$ cat config.mk
export PLATFORM = sky130hd
export DESIGN_NAME = rgb_to_hsl_8bit
export DESIGN_NICKNAME = d
export VERILOG_FILES = /design/src/rtl/core/rgbhsl_pkg.sv /design/src/rtl/core/rgbhsl_front.sv /design/src/rtl/core/rgbhsl_div.sv /design/src/rtl/core/rgb_to_hsl_8bit.sv
export SDC_FILE = /design/constraint.sdc
export NUM_CORES = 1
export LEC_CHECK = 0
export BUFFER_PORTS_ARGS = -buffer_cell sky130_fd_sc_hd__buf_4
export CAP_MARGIN = 10
export CORE_UTILIZATION = 50
export CTS_CLUSTER_DIAMETER = 150
export CTS_CLUSTER_SIZE = 14
export DETAILED_ROUTE_END_ITERATION = 10
export GPL_TIMING_DRIVEN = 0
export MAX_ROUTING_LAYER = met4
export PLACE_DENSITY_LB_ADDON = 0.05
export SLEW_MARGIN = 20
export SYNTH_ARGS = -nofsm -noshare
export SYNTH_HDL_FRONTEND = slang
export SYNTH_HIERARCHICAL = 1
export SYNTH_SLANG_ARGS = --single-unit
$ cat constraint.sdc
create_clock -name clk -period 18.2 [get_ports clk]
set_input_delay 0.91 -clock clk [delete_from_list [all_inputs] [get_ports clk]]
set_output_delay 0.91 -clock clk [all_outputs]
set_load 0.01 [all_outputs]
$ cat src/rtl/core/rgbhsl_pkg.sv
// ----------------------------------------------------------------------------
// rgbhsl_pkg
// Shared widths, constants and the hand-off type for the RGB to HSL converter.
// ----------------------------------------------------------------------------
package rgbhsl_pkg;

  // Component and result width.
  localparam int PIX_W = 8;

  // Quotient bits produced by each divider (one bit per pipeline stage).
  localparam int QUO_W = 8;

  // Divisor widths: saturation divides by at most 255, hue by 6*d <= 1530.
  localparam int SAT_DEN_W = 8;
  localparam int HUE_DEN_W = 11;

  // Dividend widths follow from the divisor and quotient widths.
  localparam int SAT_NUM_W = SAT_DEN_W + QUO_W;
  localparam int HUE_NUM_W = HUE_DEN_W + QUO_W;

  // Full-scale component value.
  localparam logic [PIX_W-1:0] PIX_FULL = 8'd255;

  // Twice full scale, the light-half saturation reference.
  localparam logic [PIX_W:0] PIX_TWICE = 9'd510;

  // Packed beat widths.
  localparam int BEAT_W = 3 * PIX_W;

  // Division requests handed from the front end to the divider pipeline.
  typedef struct packed {
    logic                 valid;
    logic                 gray;
    logic [PIX_W-1:0]     light;
    logic [SAT_NUM_W-1:0] sat_num;
    logic [SAT_DEN_W-1:0] sat_den;
    logic [HUE_NUM_W-1:0] hue_num;
    logic [HUE_DEN_W-1:0] hue_den;
  } div_req_t;

endpackage

$ cat src/rtl/core/rgbhsl_front.sv
// ----------------------------------------------------------------------------
// rgbhsl_front
// Two register stages: min/max and sector decode, then dividend and divisor
// preparation for the saturation and hue dividers.
// ----------------------------------------------------------------------------
module rgbhsl_front
  import rgbhsl_pkg::*;
(
  input  logic             clk,
  input  logic             rst_n,
  input  logic             ce,
  input  logic             in_valid,
  input  logic [PIX_W-1:0] red,
  input  logic [PIX_W-1:0] green,
  input  logic [PIX_W-1:0] blue,
  output div_req_t         req
);

  logic [PIX_W-1:0]     mx_nxt;
  logic [PIX_W-1:0]     mn_nxt;
  logic [PIX_W-1:0]     d_nxt;
  logic [PIX_W:0]       sum_nxt;
  logic [HUE_DEN_W-1:0] n_nxt;
  logic                 neg_nxt;

  logic                 s1_v_r;
  logic [PIX_W-1:0]     s1_d_r;
  logic [PIX_W:0]       s1_sum_r;
  logic [HUE_DEN_W-1:0] s1_n_r;
  logic                 s1_neg_r;

  logic [HUE_DEN_W-1:0] six_d;
  logic [HUE_DEN_W-1:0] n_wrap;
  logic [PIX_W:0]       den_light;
  div_req_t             req_nxt;
  div_req_t             req_r;

  // Stage one: extremes, spread, sum and the signed hue offset per sector.
  // The sector test checks red first, then green, then blue.
  always_comb begin
    mx_nxt  = (red > green) ? red : green;
    mx_nxt  = (mx_nxt > blue) ? mx_nxt : blue;
    mn_nxt  = (red < green) ? red : green;
    mn_nxt  = (mn_nxt < blue) ? mn_nxt : blue;
    d_nxt   = mx_nxt - mn_nxt;
    sum_nxt = {1'b0, mx_nxt} + {1'b0, mn_nxt};
    // Only the red sector can give a negative offset; the blue sector reaches
    // 5*d, which does not fit a signed reading of the offset.
    neg_nxt = (red == mx_nxt) && (green < blue);
    if (red == mx_nxt) begin
      n_nxt = {3'b000, green} - {3'b000, blue};
    end else if (green == mx_nxt) begin
      n_nxt = {2'b00, d_nxt, 1'b0} + {3'b000, blue} - {3'b000, red};
    end else begin
      n_nxt = {1'b0, d_nxt, 2'b00} + {3'b000, red} - {3'b000, green};
    end
  end

  always_ff @(posedge clk) begin
    if (!rst_n) begin
      s1_v_r <= 1'b0;
    end else if (ce) begin
      s1_v_r <= in_valid;
    end
  end

  always_ff @(posedge clk) begin
    if (ce) begin
      s1_d_r   <= d_nxt;
      s1_sum_r <= sum_nxt;
      s1_n_r   <= n_nxt;
      s1_neg_r <= neg_nxt;
    end
  end

  // Stage two: wrap a negative hue offset by 6*d and scale both dividends
  // by 255 with a shift and a subtract.
  always_comb begin
    six_d     = {1'b0, s1_d_r, 2'b00} + {2'b00, s1_d_r, 1'b0};
    n_wrap    = s1_neg_r ? (s1_n_r + six_d) : s1_n_r;
    den_light = PIX_TWICE - s1_sum_r;

    req_nxt.valid   = s1_v_r;
    req_nxt.gray    = (s1_d_r == '0);
    req_nxt.light   = s1_sum_r[PIX_W:1];
    req_nxt.sat_num = {s1_d_r, {PIX_W{1'b0}}} - {{PIX_W{1'b0}}, s1_d_r};
    req_nxt.sat_den = (s1_sum_r < {1'b0, PIX_FULL}) ? s1_sum_r[PIX_W-1:0]
                                                     : den_light[PIX_W-1:0];
    req_nxt.hue_num = {n_wrap, {PIX_W{1'b0}}} - {{PIX_W{1'b0}}, n_wrap};
    req_nxt.hue_den = six_d;
  end

  always_ff @(posedge clk) begin
    if (!rst_n) begin
      req_r.valid <= 1'b0;
    end else if (ce) begin
      req_r.valid <= req_nxt.valid;
    end
  end

  always_ff @(posedge clk) begin
    if (ce) begin
      req_r.gray    <= req_nxt.gray;
      req_r.light   <= req_nxt.light;
      req_r.sat_num <= req_nxt.sat_num;
      req_r.sat_den <= req_nxt.sat_den;
      req_r.hue_num <= req_nxt.hue_num;
      req_r.hue_den <= req_nxt.hue_den;
    end
  end

  assign req = req_r;

endmodule

$ cat src/rtl/core/rgbhsl_div.sv
// ----------------------------------------------------------------------------
// rgbhsl_div
// Pipelined restoring divider, one quotient bit per register stage. The
// dividend's upper DEN_W bits must be below the divisor, so the quotient
// fits in QW bits.
// ----------------------------------------------------------------------------
module rgbhsl_div
  import rgbhsl_pkg::*;
#(
  parameter int DEN_W = SAT_DEN_W,
  parameter int QW    = QUO_W
) (
  input  logic                clk,
  input  logic                ce,
  input  logic [DEN_W+QW-1:0] num,
  input  logic [DEN_W-1:0]    den,
  output logic [QW-1:0]       quo
);

  logic [DEN_W-1:0] rem_r [QW];
  logic [DEN_W-1:0] den_r [QW];
  logic [QW-1:0]    lo_r  [QW];
  logic [QW-1:0]    quo_r [QW];

  for (genvar k = 0; k < QW; k++) begin : g_stage
    logic [DEN_W-1:0] rem_in;
    logic [DEN_W-1:0] den_in;
    logic [QW-1:0]    lo_in;
    logic [QW-1:0]    quo_in;
    logic [DEN_W:0]   trial;
    logic [DEN_W:0]   diff;
    logic             fit;

    // The first stage loads the dividend; later stages chain on.
    if (k == 0) begin : g_first
      assign rem_in = num[DEN_W+QW-1:QW];
      assign den_in = den;
      assign lo_in  = num[QW-1:0];
      assign quo_in = '0;
    end else begin : g_next
      assign rem_in = rem_r[k-1];
      assign den_in = den_r[k-1];
      assign lo_in  = lo_r[k-1];
      assign quo_in = quo_r[k-1];
    end

    // Bring down the next dividend bit and subtract when it fits.
    assign trial = {rem_in, lo_in[QW-1]};
    assign diff  = trial - {1'b0, den_in};
    assign fit   = (trial >= {1'b0, den_in});

    always_ff @(posedge clk) begin
      if (ce) begin
        rem_r[k] <= fit ? diff[DEN_W-1:0] : trial[DEN_W-1:0];
        den_r[k] <= den_in;
        lo_r[k]  <= {lo_in[QW-2:0], 1'b0};
        quo_r[k] <= {quo_in[QW-2:0], fit};
      end
    end
  end

  assign quo = quo_r[QW-1];

endmodule

$ cat src/rtl/core/rgb_to_hsl_8bit.sv
// ----------------------------------------------------------------------------
// rgb_to_hsl_8bit
// Streaming 8-bit RGB to 8-bit HSL pixel converter.
// ----------------------------------------------------------------------------
// Path: an accepted beat passes two front-end stages, eight divider stages (one
// quotient bit each) and the output register, which raises out_tvalid; the
// first front-end stage loads at the accepting edge. Throughput: one pixel per cycle
// while in_tready is high; a two-entry output register and skid buffer keep
// in_tready registered and let the input run while a result waits.
// Reset: synchronous active-low rst_n clears all valid bits; data is not reset.
module rgb_to_hsl_8bit
  import rgbhsl_pkg::*;
(
  input  logic              clk,
  input  logic              rst_n,
  input  logic              in_tvalid,
  output logic              in_tready,
  input  logic [BEAT_W-1:0] in_tdata,   // red [7:0], green [15:8], blue [23:16]
  output logic              out_tvalid,
  input  logic              out_tready,
  output logic [BEAT_W-1:0] out_tdata   // hue [7:0], saturation [15:8], lightness [23:16]
);

  logic              ce;
  div_req_t          req;
  logic [QUO_W-1:0]  sat_q;
  logic [QUO_W-1:0]  hue_q;

  logic              v_r     [QUO_W];
  logic              gray_r  [QUO_W];
  logic [PIX_W-1:0]  light_r [QUO_W];

  logic              last_v;
  logic [BEAT_W-1:0] last_data;
  logic              take;

  logic              out_v_r;
  logic [BEAT_W-1:0] out_data_r;
  logic              skid_v_r;
  logic [BEAT_W-1:0] skid_data_r;

  // The whole pipeline moves unless the skid buffer is holding a beat.
  assign ce        = !skid_v_r;
  assign in_tready = ce;

  rgbhsl_front u_front (
    .clk      (clk),
    .rst_n    (rst_n),
    .ce       (ce),
    .in_valid (in_tvalid),
    .red      (in_tdata[PIX_W-1:0]),
    .green    (in_tdata[2*PIX_W-1:PIX_W]),
    .blue     (in_tdata[3*PIX_W-1:2*PIX_W]),
    .req      (req)
  );

  rgbhsl_div #(
    .DEN_W (SAT_DEN_W),
    .QW    (QUO_W)
  ) u_sat_div (
    .clk (clk),
    .ce  (ce),
    .num (req.sat_num),
    .den (req.sat_den),
    .quo (sat_q)
  );

  rgbhsl_div #(
    .DEN_W (HUE_DEN_W),
    .QW    (QUO_W)
  ) u_hue_div (
    .clk (clk),
    .ce  (ce),
    .num (req.hue_num),
    .den (req.hue_den),
    .quo (hue_q)
  );

  // Valid bits alongside the divider stages.
  always_ff @(posedge clk) begin
    if (!rst_n) begin
      for (int k = 0; k < QUO_W; k++) begin
        v_r[k] <= 1'b0;
      end
    end else if (ce) begin
      v_r[0] <= req.valid;
      for (int k = 1; k < QUO_W; k++) begin
        v_r[k] <= v_r[k-1];
      end
    end
  end

  // Lightness and the gray flag ride along with the divisions.
  always_ff @(posedge clk) begin
    if (ce) begin
      gray_r[0]  <= req.gray;
      light_r[0] <= req.light;
      for (int k = 1; k < QUO_W; k++) begin
        gray_r[k]  <= gray_r[k-1];
        light_r[k] <= light_r[k-1];
      end
    end
  end

  // A gray pixel forces hue and saturation to zero.
  assign last_v    = v_r[QUO_W-1];
  assign last_data = gray_r[QUO_W-1] ? {light_r[QUO_W-1], {(2*PIX_W){1'b0}}}
                                     : {light_r[QUO_W-1], sat_q, hue_q};
  assign take      = out_v_r && out_tready;

  // Output register with a skid entry behind it.
  always_ff @(posedge clk) begin
    if (!rst_n) begin
      out_v_r  <= 1'b0;
      skid_v_r <= 1'b0;
    end else if (skid_v_r) begin
      if (take) begin
        skid_v_r <= 1'b0;
      end
    end else if (last_v) begin
      if (out_v_r && !take) begin
        skid_v_r <= 1'b1;
      end else begin
        out_v_r <= 1'b1;
      end
    end else if (take) begin
      out_v_r <= 1'b0;
    end
  end

  always_ff @(posedge clk) begin
    if (skid_v_r) begin
      if (take) begin
        out_data_r <= skid_data_r;
      end
    end else if (last_v) begin
      if (out_v_r && !take) begin
        skid_data_r <= last_data;
      end else begin
        out_data_r <= last_data;
      end
    end
  end

  assign out_tvalid = out_v_r;
  assign out_tdata  = out_data_r;

  // The skid entry only fills behind an occupied output register.
  a_skid_behind_out : assert property (@(posedge clk) disable iff (!rst_n)
    skid_v_r |-> out_v_r)
    else $error("skid buffer holds a beat while the output register is empty");

  // The skid entry fills only when the output was stalled the cycle before.
  a_skid_on_stall : assert property (@(posedge clk) disable iff (!rst_n)
    $rose(skid_v_r) |-> $past(out_v_r && !out_tready))
    else $error("skid buffer filled without an output stall");

  // Hue is one turn scaled to 255 and never reaches a full turn.
  a_hue_range : assert property (@(posedge clk) disable iff (!rst_n)
    out_tvalid |-> (out_tdata[PIX_W-1:0] != PIX_FULL))
    else $error("hue reached a full turn");

endmodule

**Word-level counts from Yosys, hierarchy flattened**

Memories as Yosys holds them, arrays and structs flattened.
Index checks and enable logic that the tools add are counted.

- Register bits: 144
- Output and inout port bits: 26
- RAM bits: 624
- Memories: 11
- Bits in latches: 0
- Bits in read-only memories: 0
- Logic and storage cells: 150
- Input port bits: 28

Memory list:

| name | depth | width | rd ports | clocked after Yosys merged registers in | write ports | RTL line | source |
|---|---|---|---|---|---|---|---|
| u_hue_div.den_r | 8 | 11 | 7 | 0 | 8 | rgbhsl_div.sv:21 | `logic [DEN_W-1:0] den_r [QW];` |
| u_hue_div.rem_r | 8 | 11 | 7 | 0 | 8 | rgbhsl_div.sv:20 | `logic [DEN_W-1:0] rem_r [QW];` |
| light_r | 8 | 8 | 8 | 0 | 8 | rgb_to_hsl_8bit.sv:31 | `logic [PIX_W-1:0] light_r [QUO_W];` |
| u_hue_div.quo_r | 8 | 8 | 8 | 0 | 8 | rgbhsl_div.sv:23 | `logic [QW-1:0] quo_r [QW];` |
| u_sat_div.den_r | 8 | 8 | 7 | 0 | 8 | rgbhsl_div.sv:21 |  |
| u_sat_div.quo_r | 8 | 8 | 8 | 0 | 8 | rgbhsl_div.sv:23 |  |
| +5 memories | -- | -- | -- | -- | -- | -- |  |

- $mul: 0
- Multiplexer cells: 48
- Div/mod/pow operators: 0
- Bitwise operators: 9
- $lt $le $gt $ge: 22
- Shift-type cells: 0
- Add/sub/neg operators: 28
- Reduce and logical (&&, ||, !) cells: 11
- Eq/ne operators: 5

Operators by type and width:

| cell | count |
|---|---|
| 2-to-1 mux 11 bit | 11 |
| 2-to-1 mux 8 bit | 13 |
| >= comparator 12 x 11 -> 1 bit | 8 |
| 2-to-1 mux 24 bit | 4 |
| subtractor 11 bit | 8 |
| >= comparator 9 x 8 -> 1 bit | 8 |
| subtractor 8 bit | 9 |
| < comparator 8 bit | 3 |
| subtractor 11 x 8 -> 11 bit | 2 |
| 2-to-1 mux 1 bit | 19 |
| subtractor 19 x 11 -> 19 bit | 1 |
| == test 8 bit | 2 |
| > comparator 8 bit | 2 |
| 2-to-1 mux 16 bit | 1 |
| subtractor 16 x 8 -> 16 bit | 1 |
| adder 10 x 8 -> 11 bit | 1 |
| adder 10 x 9 -> 11 bit | 1 |
| adder 11 bit | 1 |
| adder 9 x 8 -> 10 bit | 1 |
| adder 8 x 8 -> 9 bit | 1 |
| < comparator 9 x 8 -> 1 bit (second input constant) | 1 |
| AND reduction 3 bit | 3 |
| subtractor 8 x 8 -> 9 bit | 1 |
| logical NOT 8 bit | 1 |
| 7 further kinds | 20 |

**Logic depth before layout (Yosys ltp)**

Gate-level depths: netlist (run 1).

- Depth in word-level cells: 9
- Gate-level depth with buffers: 37
- Depth with buffers taken out: 35

**Hierarchy**

Netlist (run 1), hierarchy kept.

By module, submodules not included:

| module | seq. area each (um2) | instances | area an instance (um2) | cells each |
|---|---|---|---|---|
| rgbhsl_div (u_hue_div) | 6546.3 | 1 | 11619.9 | 888 |
| rgbhsl_div (u_sat_div) | 5285.1 | 1 | 8842.2 | 689 |
| rgbhsl_front | 2652.5 | 1 | 7992.7 | 791 |
| rgb_to_hsl_8bit | 3873.7 | 1 | 4471.8 | 196 |

**Worst setup path after synthesis (run 1)**

Ideal clock, no wire load.

- Path kind: input to register
- From: in in_tdata[0]
- To: reg u_front.s1_n_r[9], data pin
- Setup time: 264 ps
- Arrival: 6730 ps
- Data required time: 17936 ps
- Path buffers: 2
- Stages: 33
- Path slack: 11206 ps
- Path through: inv_1 > ha_1 > inv_1 > fa_1 > nand3_1 > a21oi_1 > o21ba_2 > clkbuf_1 > clkbuf_1 > nand2_1 > o21ai_0 > ha_1 > a21oi_1 > inv_1 > o21ai_1 > nand2_1 > and2_1 > a21o_1 > fa_1 > a21oi_1 > nor2_1 > nor2_1 > xor2_1 > inv_1 > fa_1 > inv_1 > ha_1 > a21boi_0 > o21a_1 > o41a_1 > xor2_1 > mux2i_1 > a21oi_1

- Word-level cells in the longest chain between the ends: 9
- Elaborated cells on any way between the ends: 17
- Those cells by class: add/sub (5); order compare (4); eq/ne (2); mux (6)

Ends and longest elaborated chain:

| what | RTL line | source |
|---|---|---|
| start: declaration | rgb_to_hsl_8bit.sv:18 | `input logic [BEAT_W-1:0] in_tdata,` |
| > comparator 8 bit / < comparator 8 bit (equally long branches) | rgbhsl_front.sv:41, rgbhsl_front.sv:43 |  |
| 2-to-1 mux 8 bit (on tied branches) | rgbhsl_front.sv:41, rgbhsl_front.sv:43 |  |
| > comparator 8 bit / < comparator 8 bit (equally long branches) | rgbhsl_front.sv:42, rgbhsl_front.sv:44 |  |
| 2-to-1 mux 8 bit (on tied branches) | rgbhsl_front.sv:42, rgbhsl_front.sv:44 |  |
| subtractor 8 bit * | rgbhsl_front.sv:45 | `d_nxt = mx_nxt - mn_nxt;` |
| named net u_front.d_nxt[4] | rgbhsl_front.sv:21 | `logic [PIX_W-1:0] d_nxt;` |
| adder 10 x 8 -> 11 bit / adder 9 x 8 -> 10 bit (equally long branches) | rgbhsl_front.sv:55, rgbhsl_front.sv:53 |  |
| subtractor 11 x 8 -> 11 bit (on tied branches) | rgbhsl_front.sv:55, rgbhsl_front.sv:53 |  |
| 2-to-1 mux 11 bit * | rgbhsl_front.sv:52 | `end else if (green == mx_nxt) begin` |
| 2-to-1 mux 11 bit * | rgbhsl_front.sv:50 | `if (red == mx_nxt) begin` |
| named net u_front.n_nxt[9] | rgbhsl_front.sv:23 | `logic [HUE_DEN_W-1:0] n_nxt;` |
| end signal: assignment | rgbhsl_front.sv:71 | `s1_n_r <= n_nxt;` |
| end: declaration | rgbhsl_front.sv:29 | `logic [HUE_DEN_W-1:0] s1_n_r;` |

Mark *: on every way through the listed nets, which the timed path passes. The rest lies on a longest branch.
A chain may end at the register's enable or synchronous reset.

**Worst setup path in the final report (run 1)**

- From: in in_tdata[13]
- To: reg u_front.s1_n_r[10], data pin

- Word-level cells in the longest chain between the ends: 9
- Elaborated cells on any way between the ends: 18
- Those cells by class: add/sub (6); order compare (4); eq/ne (2); mux (6)

Ends and longest elaborated chain:

| what | RTL line |
|---|---|
| > comparator 8 bit / < comparator 8 bit (equally long branches) | rgbhsl_front.sv:41, rgbhsl_front.sv:43 |
| 2-to-1 mux 8 bit (on tied branches) | rgbhsl_front.sv:41, rgbhsl_front.sv:43 |
| > comparator 8 bit / < comparator 8 bit (equally long branches) | rgbhsl_front.sv:42, rgbhsl_front.sv:44 |
| 2-to-1 mux 8 bit (on tied branches) | rgbhsl_front.sv:42, rgbhsl_front.sv:44 |
| subtractor 8 bit | rgbhsl_front.sv:45 |
| adder 10 x 8 -> 11 bit / adder 9 x 8 -> 10 bit (equally long branches) | rgbhsl_front.sv:55, rgbhsl_front.sv:53 |
| subtractor 11 x 8 -> 11 bit (on tied branches) | rgbhsl_front.sv:55, rgbhsl_front.sv:53 |
| 2-to-1 mux 11 bit | rgbhsl_front.sv:52 |
| 2-to-1 mux 11 bit * | rgbhsl_front.sv:50 |
| named net u_front.n_nxt[10] | rgbhsl_front.sv:23 |

Marked as above.

==> results of run 1 <==
## cell usage after synthesis, drive strengths merged (12+ instances only)
cell      n  area (sq um)
a31oi    14         108.9
o31ai    20         215.2
xnor2   112         980.9
edfxtp  608         18260
mux2    111          1438
buf      25         217.7
a21oi   136         699.4
nand2   149         559.3
nor2    118         452.9
ha      249          3115
inv     291          1097
nand3    34         175.2
o21bai   15         112.6
fa       35         700.7
o211ai   19         142.6
a21o     38         286.5
a211oi   18         157.7
a21boi   12         116.4
o21ai   127         691.9
xor2     46         402.9
nor2b    65         444.2
mux2i    49         490.5
nand2b   25         166.4
nor3     40         205.2
o21a     40         300.3
nand4    15         93.84
and3     13         81.33
## worst paths after layout
path / start / cells after the start / endpoint / slack (ps)
max: in_tdata[13] / 31 / u_front/s1_n_r[10]$_DFFE_PP_ / 10230
min: light_r[0][27]$_DFFE_PN_ / 0 / light_r[1][3]$_DFFE_PN_ / 410
max reg2reg: u_front/s1_d_r[0]$_DFFE_PP_ / 19 / u_front/req[28]$_DFFE_PP_ / 12800
min reg2reg: light_r[0][27]$_DFFE_PN_ / 0 / light_r[1][3]$_DFFE_PN_ / 410
## flip-flops by register name (all words and copies together), names as in the netlist
register and flops:
u_hue_div/den_r 77, u_sat_div/quo_r 36, u_front/s1_sum_r 8, u_front/s1_v_r 1, v_r 8, gray_r 8, skid_v_r 1, out_tdata 24
u_front/req 60, u_hue_div/rem_r 77, u_sat_div/rem_r 56, u_sat_div/den_r 56, u_hue_div/lo_r 28, out_tvalid 1, light_r 64, u_hue_div/quo_r 36
u_front/s1_neg_r 1, u_front/s1_n_r 11, skid_data_r 24, u_front/s1_d_r 8, u_sat_div/lo_r 28
## cells in the final DEF (no fill, tap or decap), types with 15 or more instances in the layout
master / instances
o21ai_0: 107
mux2_4: 50
xnor2_1: 112
ha_1: 249
nor2b_1: 60
o21a_1: 40
clkbuf_16: 51
edfxtp_1: 608
a21o_1: 37
fa_1: 35
nand2b_1: 21
a211oi_1: 15
clkbuf_1: 28
inv_1: 289
nand2_1: 149
o21bai_1: 15
buf_4: 61
o211ai_1: 19
a21oi_1: 131
mux2_2: 59
nand3_1: 33
mux2i_1: 49
xor2_1: 46
nand4_1: 15
nor3_1: 39
nor2_1: 116
## final cells by class
type,instances,share of cell area (%)
flip-flops and latches,613,51.17
multi-input cells,1626,36.85
well taps,855,2.982
inverters,291,3.058
clock buffers,70,3.756
repair buffers,56,1.339
plain buffers,34,0.7010
clock inverters,4,0.1500
## metrics by stage
| stage | cells | setup WS, ps | hold WS (ps) | area (sq um) | util, % |
|---|---|---|---|---|---|
| after floorplan | 2564 | 11210 | 400.3 | 32930 | - |
| after global placement | 3472 | 9749 | 403.0 | 34390 | 53.07 |
| after detailed placement | 3475 | 9725 | 404.5 | 34480 | 53.19 |
| after CTS | 3549 | 10350 | 412.8 | 35880 | 55.36 |
| after global routing | 3549 | 9726 | 416.7 | 35880 | 55.36 |
| final | 3549 | 10230 | 412.7 | 35880 | 55.36 |
## layer usage
layer | up-vias | GRT usage (%) | wire length (um)
li1 | 9566 | - | -
met4 | 0 | 6.723 | 1979
met2 | 295 | 31.69 | 30030
met3 | 123 | 2.660 | 1844
met5 | - | - | 0
met1 | 9130 | 22.55 | 26670
## cells by family (layout without fill, tap and decap cells)
family	Yosys count	after routing	synth area share [%]
AO/OA/AOI/OAI	505	505	10.52
buffers and inverters	325	455	4.096
adder cells (fa/ha/maj)	284	284	11.59
AND/OR/NAND/NOR	517	517	7.904
other	1	1	0.01139
multiplexers	161	161	5.924
XOR/XNOR	158	158	4.203
flip-flops	613	613	55.75
==> out/summary.txt, run 1 <==
DRT Wirelength -> 60.53 mm
HP Class -> register to register
Worst path slowest cell -> fa_1
CTS Buffer Depth -> 3
Register area share after synthesis -> 55.75%
Routed Antenna Nets -> 0
Vias/cell -> 5.386
Unrepaired setup endpoints after global routing -> false
Die W -> 258.6 um
Clock Skew -> 15.13 ps
Slowest cell delay on critical path -> 560 ps
Worst-margin pin slew -> 1030 ps
Slew Limit Headroom -> 31.31%
Wire per inst -> 17.05 um
Post-CTS Repair Setup Buffers -> 0
CTS tree -> done
PortBufs -> 53
Syn Nets -> 2,876
Antenna diodes -> 0
Critical path's top delay family -> compound AO/OA/AOI/OAI gates
Most Frequent Cell on Critical Path -> ha_1
Clock sinks -> 613
Top FF cell, synth -> edfxtp_1
Total GRT Usage -> 18.62%
Final HPWL DP -> 44.65 mm
DR vias -> 19,110
DR pass1 iterations -> 5
First-pass GRT wire length -> 97.24 mm
Multi-input gate area -> 0.01322 sq mm
GP Congestion -> 0.8705
Row count -> 93
DIE AREA -> 0.06688 sq mm
Ports -> 54
Register area -> 0.01836 sq mm
Period minus WS final -> 7968 ps
Mapped Cells -> 2,564
Area grow syn2layout -> 8.964%
Filler cells -> 5,318
Worst path arrival time -> 8390 ps
Buffer and inverter count on the worst path -> 7
Syn. warnings -> 6
Final worst path period share -> 43.78%
Number of synthesized flops with an enable pin -> 608
Clock Latency Late Sink -> 600 ps
Syn Area/Cell -> 12.84 sq um
Fin. Hold Viols -> 0
Core box area -> 0.06481 sq mm
Post-route DRC -> 0
Critical path fanouts, max -> 10
Initial Utilization -> 50.80%
TNS Setup -> 0 ps
Share of layout cells above drive strength 1 -> 11.28%
Worst setup SP type -> input port
# hold bufs at CTS -> 0
# setup viols final -> 0
Status -> complete, no violations
CTS H-tree depth -> 2
Share of flip-flops with an asynchronous set or reset -> 0%
Max_cap viols -> 0
Reg clk slew, reported paths -> 70 ps
Pin count of the biggest net entering global routing -> 153
Worst endpoint required time -> 18,620 ps
Die height -> 258.6 um
Total grt overflow -> 0
Vias in the first global route -> 19,160
Crit path kind -> input port to register
Crit end category -> register
Number of synthesized register bits -> 613
Post-Syn Area -> 0.03293 sq mm
Initial antenna violation count -> 0
Slew Limit Fails -> 0
FMAX -> 125.5 MHz
Total CTS buffers -> 50
Resize count post-CTS -> 0
Distinct cells, synth -> 103
Nets -> 2,984
Clock Tree Root -> clkbuf_16
First DRT Iteration DRCs -> 1,095
Power of run 1 is not shown: default switching activity piles up to over one toggle a cycle in this logic, so the estimate is an artifact.
==> inputs of run 2 (changes only) <==
==> constraint.sdc (replaced) <==
create_clock -name clk -period 7.55 [get_ports clk]
set_input_delay 0.3775 -clock clk [delete_from_list [all_inputs] [get_ports clk]]
set_output_delay 0.3775 -clock clk [all_outputs]
set_load 0.01 [all_outputs]
==> run 2 against run 1 <==
Flip-flop and latch count unchanged. Final area about the same. Count of clock-buffer cells in the layout unchanged. Cell count about the same. Largest cell class unchanged. Global-route usage unchanged. Utilization about the same. Via count about the same. Sequential share of layout area about the same.
==> out/summary.txt, run 2 (synthesized netlist as in run 1, its figures left out) <==
Clock sinks -> 613 (unchanged)
Slew Limit Headroom -> 31.26% (-0.056 points)
GP Congestion -> 0.8705 (unchanged)
Ports -> 54 (unchanged)
Most frequent cells in the layout -> edfxtp_1, inv_1, ha_1, nand2_1, a21oi_1
Largest regs -> u_hue_div/den_r: 77 flops, u_hue_div/rem_r: 77 flops, light_r: 64 flops
Status -> complete, no violations
Critical path fanouts, max -> 13 (+3)
Total GRT Usage -> 18.62% (unchanged)
Vias in the first global route -> 19,160 (unchanged)
Commonest non-fill, non-tap cell in the layout -> edfxtp_1
Period minus WS final -> 7069 ps
Reg clk slew, reported paths -> 70 ps (about the same)
Slowest cell delay on critical path -> 560 ps (about the same)
Die height -> 258.6 um (unchanged)
Buffer and inverter count on the worst path -> 5 (-2)
DR pass1 iterations -> 5 (unchanged)
Total CTS buffers -> 50 (unchanged)
Worst endpoint required time -> 7990 ps (-10,630 ps)
Share of layout cells above drive strength 1 -> 11.36% (+0.078 points)
Antenna diodes -> 0 (unchanged)
Post-CTS Repair Setup Buffers -> 0 (unchanged)
Hold WS -> 59.83 ps (-352.9 ps)
Area grow syn2layout -> 8.998% (about the same)
GRT met1 Usage -> 22.55% (unchanged)
Critical path's top delay family -> compound AO/OA/AOI/OAI gates
First DRT Iteration DRCs -> 1,172 (+7.0%)
Post-route insts no fill -> 3,548 (-0.028%)
Setup ws final -> 480.9 ps (-9751 ps)
Grt met2 use -> 31.69% (unchanged)
Fin. Hold Viols -> 0 (unchanged)
Met3 usage -> 2.660% (unchanged)
Clock Skew -> 15.45 ps (+0.3165 ps)
# setup viols final -> 0 (unchanged)
CTS H-tree depth -> 2 (unchanged)
Initial Utilization -> 50.80% (unchanged)
Worst setup SP type -> input port
Nets -> 2,983 (-0.034%)
CTS tree -> done
Worst-margin pin slew -> 1031 ps (+0.8391 ps)
Clock Latency Late Sink -> 600 ps (about the same)
DIE AREA -> 0.06688 sq mm (unchanged)
Worst path slowest cell -> fa_1
DR vias -> 19,130 (+0.073%)
Post-route DRC -> 0 (unchanged)
FMAX -> 141.5 MHz
Routed Antenna Nets -> 0 (unchanged)
Crit end category -> register
CTS Buffer Depth -> 3 (unchanged)
Final HPWL DP -> 44.65 mm (unchanged)
Core box area -> 0.06481 sq mm (unchanged)
PortBufs -> 53 (unchanged)
Initial antenna violation count -> 0 (unchanged)
Placed Instances -> 3,475 (unchanged)
Row count -> 93 (unchanged)
Worst path arrival time -> 7510 ps (-880 ps)
First-pass GRT wire length -> 97.24 mm (unchanged)
GRT busiest layer -> met2
Die W -> 258.6 um (unchanged)
Slew Limit Fails -> 0 (unchanged)
Total grt overflow -> 0 (unchanged)
TNS Setup -> 0 ps (unchanged)
DRT Wirelength -> 60.51 mm (about the same)
HP Class -> input port to register
Pre-CTS WS -> -392.3 ps (-10,120 ps)
Resize count post-CTS -> 0 (unchanged)
Max_cap viols -> 0 (unchanged)
Pin count of the biggest net entering global routing -> 153 (unchanged)
Clock Tree Root -> clkbuf_16
Final worst path period share -> 93.63%
Vias/cell -> 5.391 (+0.10%)
Crit path kind -> input port to register
# hold bufs at CTS -> 0 (unchanged)
Wire per inst -> 17.05 um (about the same)
Filler cells -> 5,314 (-0.075%)
Unrepaired setup endpoints after global routing -> false
[run 2: cell type report]
type | count | area [sq um] | area share [%]
flip-flops and latches | 613 | 18360 | 51.15
plain buffers | 33 | 247.7 | 0.6903
repair buffers | 56 | 480.5 | 1.339
well taps | 855 | 1070 | 2.981
clock buffers | 70 | 1348 | 3.755
inverters | 291 | 1097 | 3.057
multi-input cells | 1626 | 13240 | 36.88
clock inverters | 4 | 53.80 | 0.1499
[run 2: path summary, 6_finish.rpt]
kind	startpoint	endpoint	slack [ps]	cells past startpoint
max	in_tdata[13]	u_front/s1_n_r[10]$_DFFE_PP_	480	29
min	in_tvalid	u_front/s1_v_r$_SDFFE_PN0P_	60	3
max reg2reg	u_front/s1_d_r[0]$_DFFE_PP_	u_front/req[28]$_DFFE_PP_	2150	19
min reg2reg	u_sat_div/quo_r[1][9]$_DFFE_PP_	u_sat_div/quo_r[1][18]$_DFFE_PP_	410	0
[run 2: metrics by stage]
stage	utilization, %	area (sq um)
floorplan	-	32930
global placement	53.07	34390
detailed placement	53.19	34480
CTS	55.36	35880
global route	55.37	35890
finish	55.37	35890
[run 2: metal layers]
metal / up-vias / wire (um)
li1: 9562 / -
met1: 9146 / 26740
met2: 299 / 30000
met3: 121 / 1805
met4: 0 / 1967
met5: - / 0
[run 2: worst reg2reg max path, stage by stage (launching register included)]
cell       delay [ps]
edfxtp_1          580
ha_1              310
fa_1              410
a21o_1            180
a21oi_1           260
o21bai_1          100
a21oi_1           180
xnor2_1           320
ha_1              430
nand3_1           120
o2111ai_1         140
xor2_1            170
nand2_1           110
xor2_1            310
ha_1              340
a21oi_1           190
and2_1            220
o31ai_2           110
or4b_1            510
xor2_1            170
Power of run 2 is left out for the same reason.
==> inputs of run 3 (changes only) <==
--- a/config.mk
+++ b/config.mk
@@ -7,6 +7,7 @@
 export LEC_CHECK = 0
 export BUFFER_PORTS_ARGS = -buffer_cell sky130_fd_sc_hd__buf_4
 export CAP_MARGIN = 10
+export CORE_ASPECT_RATIO = 0.7
 export CORE_UTILIZATION = 50
 export CTS_CLUSTER_DIAMETER = 150
 export CTS_CLUSTER_SIZE = 14
==> constraint.sdc (replaced) <==
create_clock -name clk -period 6.9 [get_ports clk]
set_input_delay 0.345 -clock clk [delete_from_list [all_inputs] [get_ports clk]]
set_output_delay 0.345 -clock clk [all_outputs]
set_load 0.01 [all_outputs]
==> run 3 against run 2 <==
Clock skew rose by 11 ps. Worst setup slack lost 220 ps. Via count hardly changed. Wire length is 0.23% higher. Die area barely moved. Flip-flop and latch count stayed put. Final area is 0.75% higher. Cell count grew 0.93%. Count of clock-buffer cells in the layout down 9. Critical path type unchanged.
==> out/summary.txt, run 3 (synthesized netlist as in run 1, its figures left out) <==
Status -> complete, no violations
CTS tree -> done
Worst-margin pin slew -> 778.7 ps (-252.4 ps)
Worst path slowest cell -> fa_1
GP Congestion -> 0.8828 (+1.4%)
Vias/cell -> 5.344 (-0.87%)
HP Class -> input port to register
R2R Setup Slk -> 1370 ps (-780 ps)
Register area -> 0.01836 sq mm (unchanged)
First-pass GRT wire length -> 97.06 mm (-0.18%)
Worst endpoint required time -> 7320 ps (-670 ps)
Multi-input gate area -> 0.01337 sq mm (+1.0%)
Period minus WS final -> 6638 ps
DR pass1 iterations -> 5 (unchanged)
Worst-case reg-to-reg path depth -> 20 (+1)
Most frequent cells in the layout -> edfxtp_1, inv_1, ha_1, nand2_1, a21oi_1
Hold WS -> 58.83 ps (-1.001 ps)
Largest regs -> u_hue_div/den_r: 77 flops, u_hue_div/rem_r: 77 flops, light_r: 64 flops
Worst Setup SP -> in_tdata[14]
Final Core Density -> 55.71% (+0.34 points)
Most Frequent Cell on Critical Path -> ha_1
Total grt overflow -> 0 (unchanged)
Antenna diodes -> 0 (unchanged)
Crit path capture -> u_front/s1_n_r[9]$_DFFE_PP_
DR vias -> 19,140 (+0.047%)
Buffer and inverter count on the worst path -> 5 (unchanged)
Clock Latency Late Sink -> 600 ps (about the same)
Die height -> 216.7 um (-16%)
Commonest non-fill, non-tap cell in the layout -> edfxtp_1
Crit path kind -> input port to register
PortBufs -> 53 (unchanged)
Fin. Hold Viols -> 0 (unchanged)
Crit end category -> register
Final worst path period share -> 96.21%
Vias in the first global route -> 18,680 (-2.5%)
Row count -> 78 (-16%)
Clock sinks -> 613 (unchanged)
Slew Limit Headroom -> 48.09% (+17 points)
CTS H-tree depth -> 2 (unchanged)
Max_cap viols -> 0 (unchanged)
Slowest cell delay on critical path -> 540 ps (-20 ps)
Routed Antenna Nets -> 0 (unchanged)
CTS Buffer Depth -> 3 (unchanged)
Area grow syn2layout -> 9.812%
Critical path's top delay family -> compound AO/OA/AOI/OAI gates
Share of layout cells above drive strength 1 -> 12.59% (+1.2 points)
Die W -> 308.7 um (+19%)
Reg-to-reg startpoint -> u_front/s1_d_r[2]$_DFFE_PP_
Ports -> 54 (unchanged)
Nets -> 3,000 (+0.57%)
Post-route DRC -> 0 (unchanged)
# setup viols final -> 0 (unchanged)
Initial Utilization -> 50.73% (-0.068 points)
Reg clk slew, reported paths -> 80 ps (about the same)
Clock Tree Root -> clkbuf_16
Pin count of the biggest net entering global routing -> 145 (-5.2%)
Clock Skew -> 26.31 ps (+10.87 ps)
Worst path arrival time -> 7060 ps (-450 ps)
Initial antenna violation count -> 0 (unchanged)
Critical path fanouts, max -> 10 (-3)
Core box area -> 0.06490 sq mm (+0.13%)
DIE AREA -> 0.06690 sq mm (about the same)
CP Depth -> 27 (-6.9%)
Wire per inst -> 16.94 um (-0.69%)
Final HPWL DP -> 44.70 mm (+0.13%)
End of the worst register-to-register path -> u_front/req[28]$_DFFE_PP_
Worst setup SP type -> input port
Slew Limit Fails -> 0 (unchanged)
First DRT Iteration DRCs -> 1,279 (+9.1%)
FMAX -> 150.6 MHz
Total GRT Usage -> 18.58% (-0.039 points)
Filler cells -> 5,327 (+0.24%)
DRT Wirelength -> 60.65 mm (+0.23%)
Total CTS buffers -> 49 (-2.0%)
==> run 3: cell count changes in the layout (fill, tap and decap cells not counted), moves of 3 or more <==
cell and change:
dlygate4sd3_1 +3, buf_4 +14, clkbuf_1 -10, o21ai_0 -3
==> run 3: cell type report <==
cell class,count,share of cell area (%)
sequential,613,50.77
multi-input combinational,1626,36.97
clock buffer,61,3.516
inverter,291,3.056
tap,880,3.045
timing repair buffer,75,1.799
buffer,32,0.6990
clock inverter,3,0.1419
==> run 3: routing by layer <==
| metal | global-route usage (%) | routed length (um) | vias to the layer above |
|---|---|---|---|
| met5 | - | 0 | - |
| met2 | 28.20 | 26740 | 321 |
| met1 | 26.32 | 30510 | 9135 |
| met4 | 4.925 | 1243 | 0 |
| li1 | - | - | 9587 |
| met3 | 2.484 | 2152 | 94 |
==> run 3: through the flow <==
step                std cells  instance area (sq um)  setup WS, ps  TNS (ps)
detailed placement       3501                  34540         -1406     -7988
global placement         3497                  34430         -1527     -9055
finish                   3581                  36160         261.6         0
global route             3581                  36160        -17.37    -17.37
CTS                      3567                  35940         2.719         0
floorplan                2564                  32930         470.5         0
==> run 3: worst min path at each step <==
stage	startpoint	end	cells past startpoint
after floorplan	u_front/req[62]$_DFFE_PP_	gray_r[0][0]$_DFFE_PN_	0
after global placement	light_r[1][9]$_DFFE_PN_	light_r[1][17]$_DFFE_PN_	0
after detailed placement	gray_r[0][0]$_DFFE_PN_	gray_r[0][1]$_DFFE_PN_	0
after CTS	out_tready	out_tvalid$_SDFFE_PN0P_	3
after global routing	out_tready	skid_v_r$_SDFF_PN0_	3
final	out_tready	out_tvalid$_SDFFE_PN0P_	3
==> run 3: what timing repair did <==
action                     in CTS  in global routing
hold endpoints to repair        2                  0
buffers inserted                0                 15
hold buffers                    3                  0
resized for setup              14                 24
pin swaps                       1                  7
setup endpoints to repair       6                  6
==> run 3: tightest hold or removal path: cells and delay by family <==
| kind | cells | cell delay (ps) |
|---|---|---|
| AND/OR/NAND/NOR | 1 | 100 |
| buffers and inverters | 1 | 90 |
| AO/OA/AOI/OAI | 1 | 70 |
Power of run 3 is left out for the same reason.
